### config.mk
export PLATFORM = sky130hd
export DESIGN_NAME = circular_list_with_positional_delete_core
export DESIGN_NICKNAME = d
export VERILOG_FILES = /design/src/design/clpd_pkg.sv /design/src/design/clpd_front.sv /design/src/design/clpd_queue.sv /design/src/design/clpd_mod.sv /design/src/design/clpd_back.sv /design/src/design/circular_list_with_positional_delete_core.sv
export SDC_FILE = /design/constraint.sdc
export NUM_CORES = 1
export LEC_CHECK = 0
export BUFFER_PORTS_ARGS = -buffer_cell sky130_fd_sc_hd__buf_2
export CORE_ASPECT_RATIO = 2
export CORE_MARGIN = 5
export CORE_UTILIZATION = 55
export CTS_CLUSTER_DIAMETER = 120
export DETAILED_ROUTE_END_ITERATION = 16
export HOLD_SLACK_MARGIN = 0.05
export MAX_ROUTING_LAYER = met4
export PLACE_DENSITY = 0.74
export SLEW_MARGIN = 10
export SYNTH_ARGS = -nofsm -noshare
export SYNTH_HDL_FRONTEND = slang
export SYNTH_SLANG_ARGS = --single-unit
### constraint.sdc
create_clock -name clk -period 3.8 [get_ports clk]
set_input_delay 0.76 -clock clk [delete_from_list [all_inputs] [get_ports clk]]
set_output_delay 0.76 -clock clk [all_outputs]
set_load 0.03 [all_outputs]
### src/design/clpd_pkg.sv
package clpd_pkg;

    // field widths and depths
    localparam int VAL_W         = 32;
    localparam int POS_W         = 16;
    localparam int CNT_W         = 5;
    localparam int DEPTH_DEFAULT = 16;
    localparam int QUEUE_DEPTH   = 2;

    // func codes on the command channel
    localparam logic [1:0] FUNC_INS_FRONT = 2'd0;
    localparam logic [1:0] FUNC_INS_END   = 2'd1;
    localparam logic [1:0] FUNC_DELETE    = 2'd2;
    localparam logic [1:0] FUNC_READ      = 2'd3;

    // status codes on the response channel
    localparam logic [1:0] STAT_OK    = 2'd0;
    localparam logic [1:0] STAT_FULL  = 2'd1;
    localparam logic [1:0] STAT_EMPTY = 2'd2;

    typedef struct packed {
        logic [1:0]              func;
        logic signed [VAL_W-1:0] value;
        logic [POS_W-1:0]        position;
    } clpd_in_t;

    typedef struct packed {
        logic [1:0]              status;
        logic signed [VAL_W-1:0] item_value;
        logic [CNT_W-1:0]        entry_count;
        logic                    last_of_run;
    } clpd_out_t;

    typedef enum logic [1:0] {
        OP_INS_FRONT,
        OP_INS_END,
        OP_DELETE,
        OP_READ
    } clpd_op_t;

    // classified command as queued between front and back
    typedef struct packed {
        clpd_op_t                op;
        logic signed [VAL_W-1:0] value;
        logic [POS_W-1:0]        dividend;
        logic                    use_mod;
    } clpd_cmd_t;

    typedef enum logic [3:0] {
        S_IDLE,
        S_DECODE,
        S_DIV,
        S_DEL_RD,
        S_DEL_CAP,
        S_SH_RD,
        S_SH_WR,
        S_DEL_FIN,
        S_EMIT,
        S_RD_ADDR,
        S_RD_EMIT
    } clpd_state_t;

endpackage

### src/design/clpd_front.sv
module clpd_front (
    input  logic                clk,
    input  logic                rst_n,
    input  logic                cmd_valid,
    output logic                cmd_stall,
    input  clpd_pkg::clpd_in_t  cmd_data,
    input  logic                q_full,
    output logic                q_push,
    output clpd_pkg::clpd_cmd_t q_cmd
);
    import clpd_pkg::*;

    logic      hold_valid_reg;
    logic      hold_valid_next;
    clpd_cmd_t cmd_reg;
    clpd_cmd_t cmd_next;
    logic      accept;

    // one holding stage in front of the queue
    assign q_push    = hold_valid_reg && !q_full;
    assign cmd_stall = hold_valid_reg && q_full;
    assign accept    = cmd_valid && !cmd_stall;
    assign q_cmd     = cmd_reg;

    // classify the incoming transaction
    always_comb
    begin
        cmd_next          = cmd_reg;
        hold_valid_next   = hold_valid_reg && !q_push;
        if (accept)
        begin
            hold_valid_next = 1'b1;
            cmd_next.value  = cmd_data.value;
            case (cmd_data.func)
                FUNC_INS_FRONT: cmd_next.op = OP_INS_FRONT;
                FUNC_INS_END:   cmd_next.op = OP_INS_END;
                FUNC_DELETE:    cmd_next.op = OP_DELETE;
                default:        cmd_next.op = OP_READ;
            endcase
            // positions 0 and 1 both mean the head
            if (cmd_data.position == '0)
                cmd_next.dividend = '0;
            else
                cmd_next.dividend = cmd_data.position - 1'b1;
            cmd_next.use_mod = (cmd_data.position > POS_W'(1));
        end
    end

    always_ff @(posedge clk or negedge rst_n)
    begin
        if (!rst_n)
            hold_valid_reg <= 1'b0;
        else
            hold_valid_reg <= hold_valid_next;
    end

    always_ff @(posedge clk)
    begin
        cmd_reg <= cmd_next;
    end

endmodule

### src/design/clpd_queue.sv
module clpd_queue (
    input  logic                clk,
    input  logic                rst_n,
    input  logic                push,
    input  clpd_pkg::clpd_cmd_t push_cmd,
    output logic                full,
    input  logic                pop,
    output logic                valid,
    output clpd_pkg::clpd_cmd_t pop_cmd
);
    import clpd_pkg::*;

    localparam int PW  = $clog2(QUEUE_DEPTH);
    localparam int QCW = $clog2(QUEUE_DEPTH + 1);

    clpd_cmd_t        slots [QUEUE_DEPTH];
    logic [PW-1:0]    wr_ptr_reg, wr_ptr_next;
    logic [PW-1:0]    rd_ptr_reg, rd_ptr_next;
    logic [QCW-1:0]   fill_reg, fill_next;
    logic             do_push, do_pop;

    assign full    = (fill_reg == QCW'(QUEUE_DEPTH));
    assign valid   = (fill_reg != '0);
    assign pop_cmd = slots[rd_ptr_reg];
    assign do_push = push && !full;
    assign do_pop  = pop && valid;

    // pointer and fill update
    always_comb
    begin
        wr_ptr_next = wr_ptr_reg;
        rd_ptr_next = rd_ptr_reg;
        fill_next   = fill_reg;
        if (do_push)
            wr_ptr_next = (wr_ptr_reg == PW'(QUEUE_DEPTH - 1)) ? '0 : wr_ptr_reg + 1'b1;
        if (do_pop)
            rd_ptr_next = (rd_ptr_reg == PW'(QUEUE_DEPTH - 1)) ? '0 : rd_ptr_reg + 1'b1;
        if (do_push && !do_pop)
            fill_next = fill_reg + 1'b1;
        else if (do_pop && !do_push)
            fill_next = fill_reg - 1'b1;
    end

    always_ff @(posedge clk or negedge rst_n)
    begin
        if (!rst_n)
        begin
            wr_ptr_reg <= '0;
            rd_ptr_reg <= '0;
            fill_reg   <= '0;
        end
        else
        begin
            wr_ptr_reg <= wr_ptr_next;
            rd_ptr_reg <= rd_ptr_next;
            fill_reg   <= fill_next;
        end
    end

    always_ff @(posedge clk)
    begin
        if (do_push)
            slots[wr_ptr_reg] <= push_cmd;
    end

endmodule

### src/design/clpd_mod.sv
module clpd_mod #(
    parameter int DEPTH = clpd_pkg::DEPTH_DEFAULT
) (
    input  logic                              clk,
    input  logic                              rst_n,
    input  logic                              start,
    input  logic [clpd_pkg::POS_W-1:0]        dividend,
    input  logic [$clog2(DEPTH + 1)-1:0]      divisor,
    output logic                              done,
    output logic [$clog2(DEPTH + 1)-1:0]      rem
);
    import clpd_pkg::*;

    localparam int CW = $clog2(DEPTH + 1);
    localparam int BW = $clog2(POS_W);

    logic              busy_reg, busy_next;
    logic              done_reg, done_next;
    logic [BW-1:0]     bit_cnt_reg, bit_cnt_next;
    logic [POS_W-1:0]  dvd_reg, dvd_next;
    logic [CW-1:0]     rem_reg, rem_next;
    logic [CW:0]       trial;
    logic [CW:0]       diff;

    assign done = done_reg;
    assign rem  = rem_reg;

    // one restoring step per cycle, dividend MSB first
    assign trial = {rem_reg, dvd_reg[POS_W-1]};
    assign diff  = trial - {1'b0, divisor};

    always_comb
    begin
        busy_next    = busy_reg;
        done_next    = 1'b0;
        bit_cnt_next = bit_cnt_reg;
        dvd_next     = dvd_reg;
        rem_next     = rem_reg;
        if (start)
        begin
            busy_next    = 1'b1;
            bit_cnt_next = BW'(POS_W - 1);
            dvd_next     = dividend;
            rem_next     = '0;
        end
        else if (busy_reg)
        begin
            dvd_next = {dvd_reg[POS_W-2:0], 1'b0};
            if (trial >= {1'b0, divisor})
                rem_next = diff[CW-1:0];
            else
                rem_next = trial[CW-1:0];
            if (bit_cnt_reg == '0)
            begin
                busy_next = 1'b0;
                done_next = 1'b1;
            end
            else
                bit_cnt_next = bit_cnt_reg - 1'b1;
        end
    end

    always_ff @(posedge clk or negedge rst_n)
    begin
        if (!rst_n)
        begin
            busy_reg    <= 1'b0;
            done_reg    <= 1'b0;
            bit_cnt_reg <= '0;
        end
        else
        begin
            busy_reg    <= busy_next;
            done_reg    <= done_next;
            bit_cnt_reg <= bit_cnt_next;
        end
    end

    always_ff @(posedge clk)
    begin
        dvd_reg <= dvd_next;
        rem_reg <= rem_next;
    end

endmodule

### src/design/clpd_back.sv
module clpd_back #(
    parameter int DEPTH = clpd_pkg::DEPTH_DEFAULT
) (
    input  logic                clk,
    input  logic                rst_n,
    input  logic                q_valid,
    input  clpd_pkg::clpd_cmd_t q_cmd,
    output logic                q_pop,
    output logic                rsp_valid,
    input  logic                rsp_stall,
    output clpd_pkg::clpd_out_t rsp_data
);
    import clpd_pkg::*;

    localparam int IW = $clog2(DEPTH);
    localparam int CW = $clog2(DEPTH + 1);
    localparam logic [IW:0]   DEPTH_W  = (IW + 1)'(DEPTH);
    localparam logic [CW-1:0] FULL_CNT = CW'(DEPTH);

    // logical index to slot of the ring
    function automatic logic [IW-1:0] slot_of(input logic [IW-1:0] base,
                                              input logic [IW-1:0] k);
        logic [IW:0] s;
        s = {1'b0, base} + {1'b0, k};
        if (s >= DEPTH_W)
            s = s - DEPTH_W;
        return s[IW-1:0];
    endfunction

    clpd_state_t      state_reg, state_next;
    clpd_cmd_t        cmd_reg, cmd_next;
    logic [IW-1:0]    head_reg, head_next;
    logic [CW-1:0]    count_reg, count_next;
    logic [IW-1:0]    idx_reg, idx_next;
    clpd_out_t        res_reg, res_next;
    logic             rsp_valid_reg, rsp_valid_next;
    clpd_out_t        rsp_data_reg, rsp_data_next;

    logic [VAL_W-1:0] mem [DEPTH];
    logic [VAL_W-1:0] rd_data_reg;
    logic [IW-1:0]    rd_addr;
    logic             wr_en;
    logic [IW-1:0]    wr_addr;
    logic [VAL_W-1:0] wr_data;

    logic             mod_start, mod_done;
    logic [CW-1:0]    mod_rem;

    logic             list_full, list_empty, rsp_free, rd_last, emit_valid;
    logic [IW-1:0]    head_dec;
    logic [CW:0]      idx_p1, idx_p2;
    clpd_out_t        emit_data;

    // wrapped delete position
    clpd_mod #(
        .DEPTH (DEPTH)
    ) u_clpd_mod (
        .clk      (clk),
        .rst_n    (rst_n),
        .start    (mod_start),
        .dividend (cmd_reg.dividend),
        .divisor  (count_reg),
        .done     (mod_done),
        .rem      (mod_rem)
    );

    assign list_full  = (count_reg == FULL_CNT);
    assign list_empty = (count_reg == '0);
    assign rsp_free   = !rsp_valid_reg || !rsp_stall;
    assign head_dec   = (head_reg == '0) ? IW'(DEPTH - 1) : head_reg - 1'b1;
    assign idx_p1     = (CW + 1)'(idx_reg) + (CW + 1)'(1);
    assign idx_p2     = idx_p1 + (CW + 1)'(1);
    assign rd_last    = (idx_p1 == {1'b0, count_reg});
    assign rsp_valid  = rsp_valid_reg;
    assign rsp_data   = rsp_data_reg;

    // next state
    always_comb
    begin
        state_next = state_reg;
        case (state_reg)
            S_IDLE:
                if (q_valid)
                    state_next = S_DECODE;
            S_DECODE:
                case (cmd_reg.op)
                    OP_DELETE:
                        if (list_empty)
                            state_next = S_EMIT;
                        else if (cmd_reg.use_mod)
                            state_next = S_DIV;
                        else
                            state_next = S_DEL_RD;
                    OP_READ:
                        state_next = list_empty ? S_EMIT : S_RD_ADDR;
                    default:
                        state_next = S_EMIT;
                endcase
            S_DIV:
                if (mod_done)
                    state_next = S_DEL_RD;
            S_DEL_RD:
                state_next = S_DEL_CAP;
            S_DEL_CAP:
                state_next = (idx_p1 < {1'b0, count_reg}) ? S_SH_RD : S_DEL_FIN;
            S_SH_RD:
                state_next = S_SH_WR;
            S_SH_WR:
                state_next = (idx_p2 < {1'b0, count_reg}) ? S_SH_RD : S_DEL_FIN;
            S_DEL_FIN:
                state_next = S_EMIT;
            S_EMIT:
                if (rsp_free)
                    state_next = S_IDLE;
            S_RD_ADDR:
                state_next = S_RD_EMIT;
            S_RD_EMIT:
                if (rsp_free)
                    state_next = rd_last ? S_IDLE : S_RD_ADDR;
            default:
                state_next = S_IDLE;
        endcase
    end

    // control outputs: queue pop, memory ports, divider start, emit
    always_comb
    begin
        q_pop      = (state_reg == S_IDLE) && q_valid;
        mod_start  = 1'b0;
        rd_addr    = slot_of(head_reg, idx_reg);
        wr_en      = 1'b0;
        wr_addr    = slot_of(head_reg, idx_reg);
        wr_data    = rd_data_reg;
        emit_valid = 1'b0;
        emit_data  = res_reg;
        case (state_reg)
            S_DECODE:
                case (cmd_reg.op)
                    OP_INS_FRONT:
                    begin
                        wr_en   = !list_full;
                        wr_addr = head_dec;
                        wr_data = cmd_reg.value;
                    end
                    OP_INS_END:
                    begin
                        wr_en   = !list_full;
                        wr_addr = slot_of(head_reg, count_reg[IW-1:0]);
                        wr_data = cmd_reg.value;
                    end
                    OP_DELETE:
                        mod_start = !list_empty && cmd_reg.use_mod;
                    default:
                        mod_start = 1'b0;
                endcase
            S_SH_RD:
                rd_addr = slot_of(head_reg, idx_p1[IW-1:0]);
            S_SH_WR:
                wr_en = 1'b1;
            S_EMIT:
                emit_valid = 1'b1;
            S_RD_EMIT:
            begin
                emit_valid            = 1'b1;
                emit_data.status      = STAT_OK;
                emit_data.item_value  = rd_data_reg;
                emit_data.entry_count = CNT_W'(count_reg);
                emit_data.last_of_run = rd_last;
            end
            default:
                emit_valid = 1'b0;
        endcase
    end

    // list bookkeeping and staged result
    always_comb
    begin
        cmd_next   = cmd_reg;
        head_next  = head_reg;
        count_next = count_reg;
        idx_next   = idx_reg;
        res_next   = res_reg;
        case (state_reg)
            S_IDLE:
                if (q_valid)
                    cmd_next = q_cmd;
            S_DECODE:
            begin
                idx_next             = '0;
                res_next.item_value  = '0;
                res_next.last_of_run = 1'b1;
                case (cmd_reg.op)
                    OP_INS_FRONT, OP_INS_END:
                        if (list_full)
                        begin
                            res_next.status      = STAT_FULL;
                            res_next.entry_count = CNT_W'(count_reg);
                        end
                        else
                        begin
                            res_next.status      = STAT_OK;
                            res_next.entry_count = CNT_W'(count_reg + 1'b1);
                            count_next           = count_reg + 1'b1;
                            if (cmd_reg.op == OP_INS_FRONT)
                                head_next = head_dec;
                        end
                    default:
                    begin
                        res_next.status      = STAT_EMPTY;
                        res_next.entry_count = '0;
                    end
                endcase
            end
            S_DIV:
                if (mod_done)
                    idx_next = mod_rem[IW-1:0];
            S_DEL_CAP:
                res_next.item_value = rd_data_reg;
            S_SH_WR:
                idx_next = idx_p1[IW-1:0];
            S_DEL_FIN:
            begin
                res_next.status      = STAT_OK;
                res_next.entry_count = CNT_W'(count_reg - 1'b1);
                res_next.last_of_run = 1'b1;
                count_next           = count_reg - 1'b1;
            end
            S_RD_EMIT:
                if (rsp_free && !rd_last)
                    idx_next = idx_p1[IW-1:0];
            default:
                idx_next = idx_reg;
        endcase
    end

    // response register
    always_comb
    begin
        rsp_valid_next = rsp_valid_reg && rsp_stall;
        rsp_data_next  = rsp_data_reg;
        if (emit_valid && rsp_free)
        begin
            rsp_valid_next = 1'b1;
            rsp_data_next  = emit_data;
        end
    end

    always_ff @(posedge clk or negedge rst_n)
    begin
        if (!rst_n)
        begin
            state_reg     <= S_IDLE;
            head_reg      <= '0;
            count_reg     <= '0;
            idx_reg       <= '0;
            rsp_valid_reg <= 1'b0;
        end
        else
        begin
            state_reg     <= state_next;
            head_reg      <= head_next;
            count_reg     <= count_next;
            idx_reg       <= idx_next;
            rsp_valid_reg <= rsp_valid_next;
        end
    end

    always_ff @(posedge clk)
    begin
        cmd_reg      <= cmd_next;
        res_reg      <= res_next;
        rsp_data_reg <= rsp_data_next;
    end

    // entry storage: one write port, one registered read port
    always_ff @(posedge clk)
    begin
        if (wr_en)
            mem[wr_addr] <= wr_data;
        rd_data_reg <= mem[rd_addr];
    end

endmodule

### src/design/circular_list_with_positional_delete_core.sv
// Ordered list of up to DEPTH signed 32-bit words kept as a ring in a single-port-write,
// registered-read memory. Each command transaction inserts at the front, inserts at the
// end, deletes at a 1-based position (wrapping modulo the entry count) or reads the list
// out head first. Commands pass a holding stage and a two-entry queue, so up to three can
// be taken while the back end is busy. In the back end an insert writes its entry while
// decoding; a delete first takes the wrapped-position remainder when the position is
// above 1 (a bit-serial divider, one bit of the 16-bit position per cycle), reads and
// captures the removed entry, then moves each entry that follows it one place nearer the
// head; a read-out reads each entry from memory before it is presented. Responses leave
// through an output register, one per cycle at most.
module circular_list_with_positional_delete_core #(
    parameter int DEPTH = clpd_pkg::DEPTH_DEFAULT
) (
    input  logic                clk,
    input  logic                rst_n,
    input  logic                cmd_valid,
    output logic                cmd_stall,
    input  clpd_pkg::clpd_in_t  cmd_data,
    output logic                rsp_valid,
    input  logic                rsp_stall,
    output clpd_pkg::clpd_out_t rsp_data
);
    import clpd_pkg::*;

    logic      q_full, q_push, q_valid, q_pop;
    clpd_cmd_t front_cmd, back_cmd;

    // accept and classify
    clpd_front u_clpd_front (
        .clk       (clk),
        .rst_n     (rst_n),
        .cmd_valid (cmd_valid),
        .cmd_stall (cmd_stall),
        .cmd_data  (cmd_data),
        .q_full    (q_full),
        .q_push    (q_push),
        .q_cmd     (front_cmd)
    );

    // decouple front from back
    clpd_queue u_clpd_queue (
        .clk      (clk),
        .rst_n    (rst_n),
        .push     (q_push),
        .push_cmd (front_cmd),
        .full     (q_full),
        .pop      (q_pop),
        .valid    (q_valid),
        .pop_cmd  (back_cmd)
    );

    // execute against the list storage
    clpd_back #(
        .DEPTH (DEPTH)
    ) u_clpd_back (
        .clk       (clk),
        .rst_n     (rst_n),
        .q_valid   (q_valid),
        .q_cmd     (back_cmd),
        .q_pop     (q_pop),
        .rsp_valid (rsp_valid),
        .rsp_stall (rsp_stall),
        .rsp_data  (rsp_data)
    );

endmodule

==> metrics.txt <==
Congestion Overflow GR 0; Tmin final 3.55 ns; Max-slew headroom 34.1%; Critical path origin u_clpd_back.idx_reg[0]$_DFFE_PN0P_; Avg Cell Area, Syn 16.0 um^2; Ys Warns 0; Clock Latency Late Sink ~0.64 ns; Detailed Place HPWL 53.8 mm; Final period util 93.3%; Hold Buf Count CTS 0; Critical Path RT 4.31 ns; Max IR drop VDD about 0.95 mV; first-pass GRT wire length 130 mm; sequential fraction of the synthesis area 71.2%; most frequent cells in the layout 811 x edfxtp_1, 373 x nand2_1, 128 x mux4_2; Hold Path Class in2async; ANT cells 0; Mapped Area 36300 um^2; cell count after synthesis ~2300; Crit path largest cell delay 0.86 ns; IO Port Bufs 95; slowest CP cell fa_4; R2R Setup Slk between 0.2 and 0.3 ns; Initial Util 55.3%; vias in the first global route 21800; async set-reset flop share out of synthesis 3.31%; Tightest Pin Transition 0.979 ns; via count approximately 21000; setup repair bufs after CTS 0; Layout Nets 2485; gpl congestion between 0.8 and 0.9; Final Hold Fails 0; htree depth 3; chip height around 370 um; Cell variety after synth 65; number of synthesized flops with an enable pin between 800 and 900; post-route ant nets 0; max FFs per register 512; Longest Clk Path Bufs 3; largest net degree at the start of global routing 81; Initial DRC Count between 1500 and 2000; DR pass1 iterations 7; Worst Clk Skew 0.0337 ns; CP Max Fanout 10; GRT Util Overall 25.0%; power density over the cells 1000 nW/um^2; post-CTS sizing 0; Pins Over Slew Limit 0; vias per inst 6.30; Most flops, register u_clpd_back.mem; # setup viols final 0; final wirelength 86.2 mm; worst-path cell chain inv_1 > ha_1 > inv_1 > fa_4 > buf_4 > buf_4 > mux4_2 > o22ai_1 > o31ai_1; Net Count, Synth 2359; io pins 96; FF+latch count, synth about 880; Core Area 65600 um^2; Design Power between 40 and 50 mW; worst reg2reg path startpoint u_clpd_back.idx_reg[0]$_DFFE_PN0P_; area added between synthesis and finish 12.6%; Max-Cap Viols 0; Worst setup EP type flop; ratio of cells with drive above 1 in the final layout between 20% and 30%; Critical Path AT 4.05 ns; FMAX about 280 MHz; clock-pin slew on the worst setup and hold paths 0.07 ns; CTS tree built; Startpoint Class flop; die area 71500 um^2; clock root cell clkbuf_16; cts bufs inserted 71; DRC viols 0; Fill cells roughly 4700; commonest non-fill, non-tap cell in the layout edfxtp_1; final setup TNS 0 ns; outcome finished, final reports clean; Die X 192 um; initial antenna violation count 0; unrepaired setup endpoints after global routing no; placed cell area around 39000 um^2; wire per inst 25.9 um; std cell rows 133; LEAKAGE 14.0 nW; CTS sink count 877; Main synth FF type edfxtp_1; CP Class reg2reg; design area between 40000 and 50000 um^2; largest registers u_clpd_back.mem: 512 flops, u_clpd_queue.slots: 102 flops
[worst max-delay path, delay by kind of cell, from the launching register on]
kind	cells	cell delay [ns]
adder cells (fa/ha/maj)	2	1.24
buffers and inverters	4	0.80
multiplexers	1	0.53
flip-flops	1	0.52
AO/OA/AOI/OAI	2	0.31
[area by class of cell]
type / count / area [um^2] / share of cell area, %
inverter: 32 / 120 / 0.294
tap: 877 / 1100 / 2.69
clock buffer: 100 / 1990 / 4.87
timing repair buffer: 183 / 1450 / 3.55
multi-input combinational: 1228 / 10000 / 24.6
clock inverter: 29 / 318 / 0.779
sequential: 877 / 25800 / 63.3
[cell usage after synthesis (32+ instances only)]
library cell  number  share of area, %
a32oi_1           32              0.77
and3_1            40              0.69
buf_2             45              0.62
clkbuf_1          79              0.82
dfxtp_1           37               2.0
edfxtp_1         811                67
ha_1              34               1.2
inv_1             32              0.33
mux2_2            92               2.9
mux2i_1           37               1.0
mux4_2           128               7.9
nand2_1          373               3.9
nand3_1           78               1.1
nand4_1           34              0.59
nor2_1            57              0.59
o22ai_1           66               1.1
o31ai_1           37              0.77
[power by group]
group | total [mW] | leakage (nW) | switching [mW] | internal (mW)
logic | 18.6 | 4.83 | 11.1 | 7.57
registers | 14.8 | 8.08 | 1.02 | 13.8
clock network | 7.39 | 1.12 | 3.30 | 4.09
[cell families (layout without fill, tap and decap cells)]
family | count (synthesis) | count (layout) | share of synthesized area, %
AOI/OAI and AO/OA | 237 | 237 | 4.60
adders and majority gates | 38 | 38 | 1.39
xor gates and xnor gates | 36 | 36 | 0.890
DFF | 877 | 877 | 71.2
and+or+nand+nor | 660 | 660 | 8.22
buffers and inverters | 162 | 344 | 1.87
muxes | 257 | 257 | 11.8
[layer usage]
metal  vias to the layer above  share of wire [%]  global-route usage [%]
met5                         -                  0                       -
met4                         0                4.8                    11.8
met3                       272                7.9                    4.17
met2                      1078                 54                    43.3
met1                     10500                 33                    28.2
li1                       9062                  -                       -
[path summary, 6_finish.rpt]
kind / to / cells after the start
worst max-delay path: u_clpd_back.rd_data_reg[15]$_DFF_P_ / 9
worst min-delay path: u_clpd_back.idx_reg[3]$_DFFE_PN0P_ / 1
worst max register to register: u_clpd_back.rd_data_reg[15]$_DFF_P_ / 9
worst min register to register: u_clpd_queue.slots[0][1]$_DFFE_PP_ / 0
max in group asynchronous: u_clpd_queue.rd_ptr_reg$_DFFE_PN0P_ / 1
min in group clk: u_clpd_front.q_cmd[29]$_DFFE_PP_ / 1
[per-stage QoR]
stage	setup WS, ns	hold slack, ns	instances	utilization (%)
detailed placement	0.269	0.429	3197	58.7
global route	0.0938	0.262	3326	62.3
floorplan	-0.222	0.421	2267	-
global placement	0.418	0.422	3197	58.7
finish	0.254	0.228	3326	62.3
CTS	0.242	0.226	3326	62.3
No activity file was read; power rests on OpenSTA's default activity.
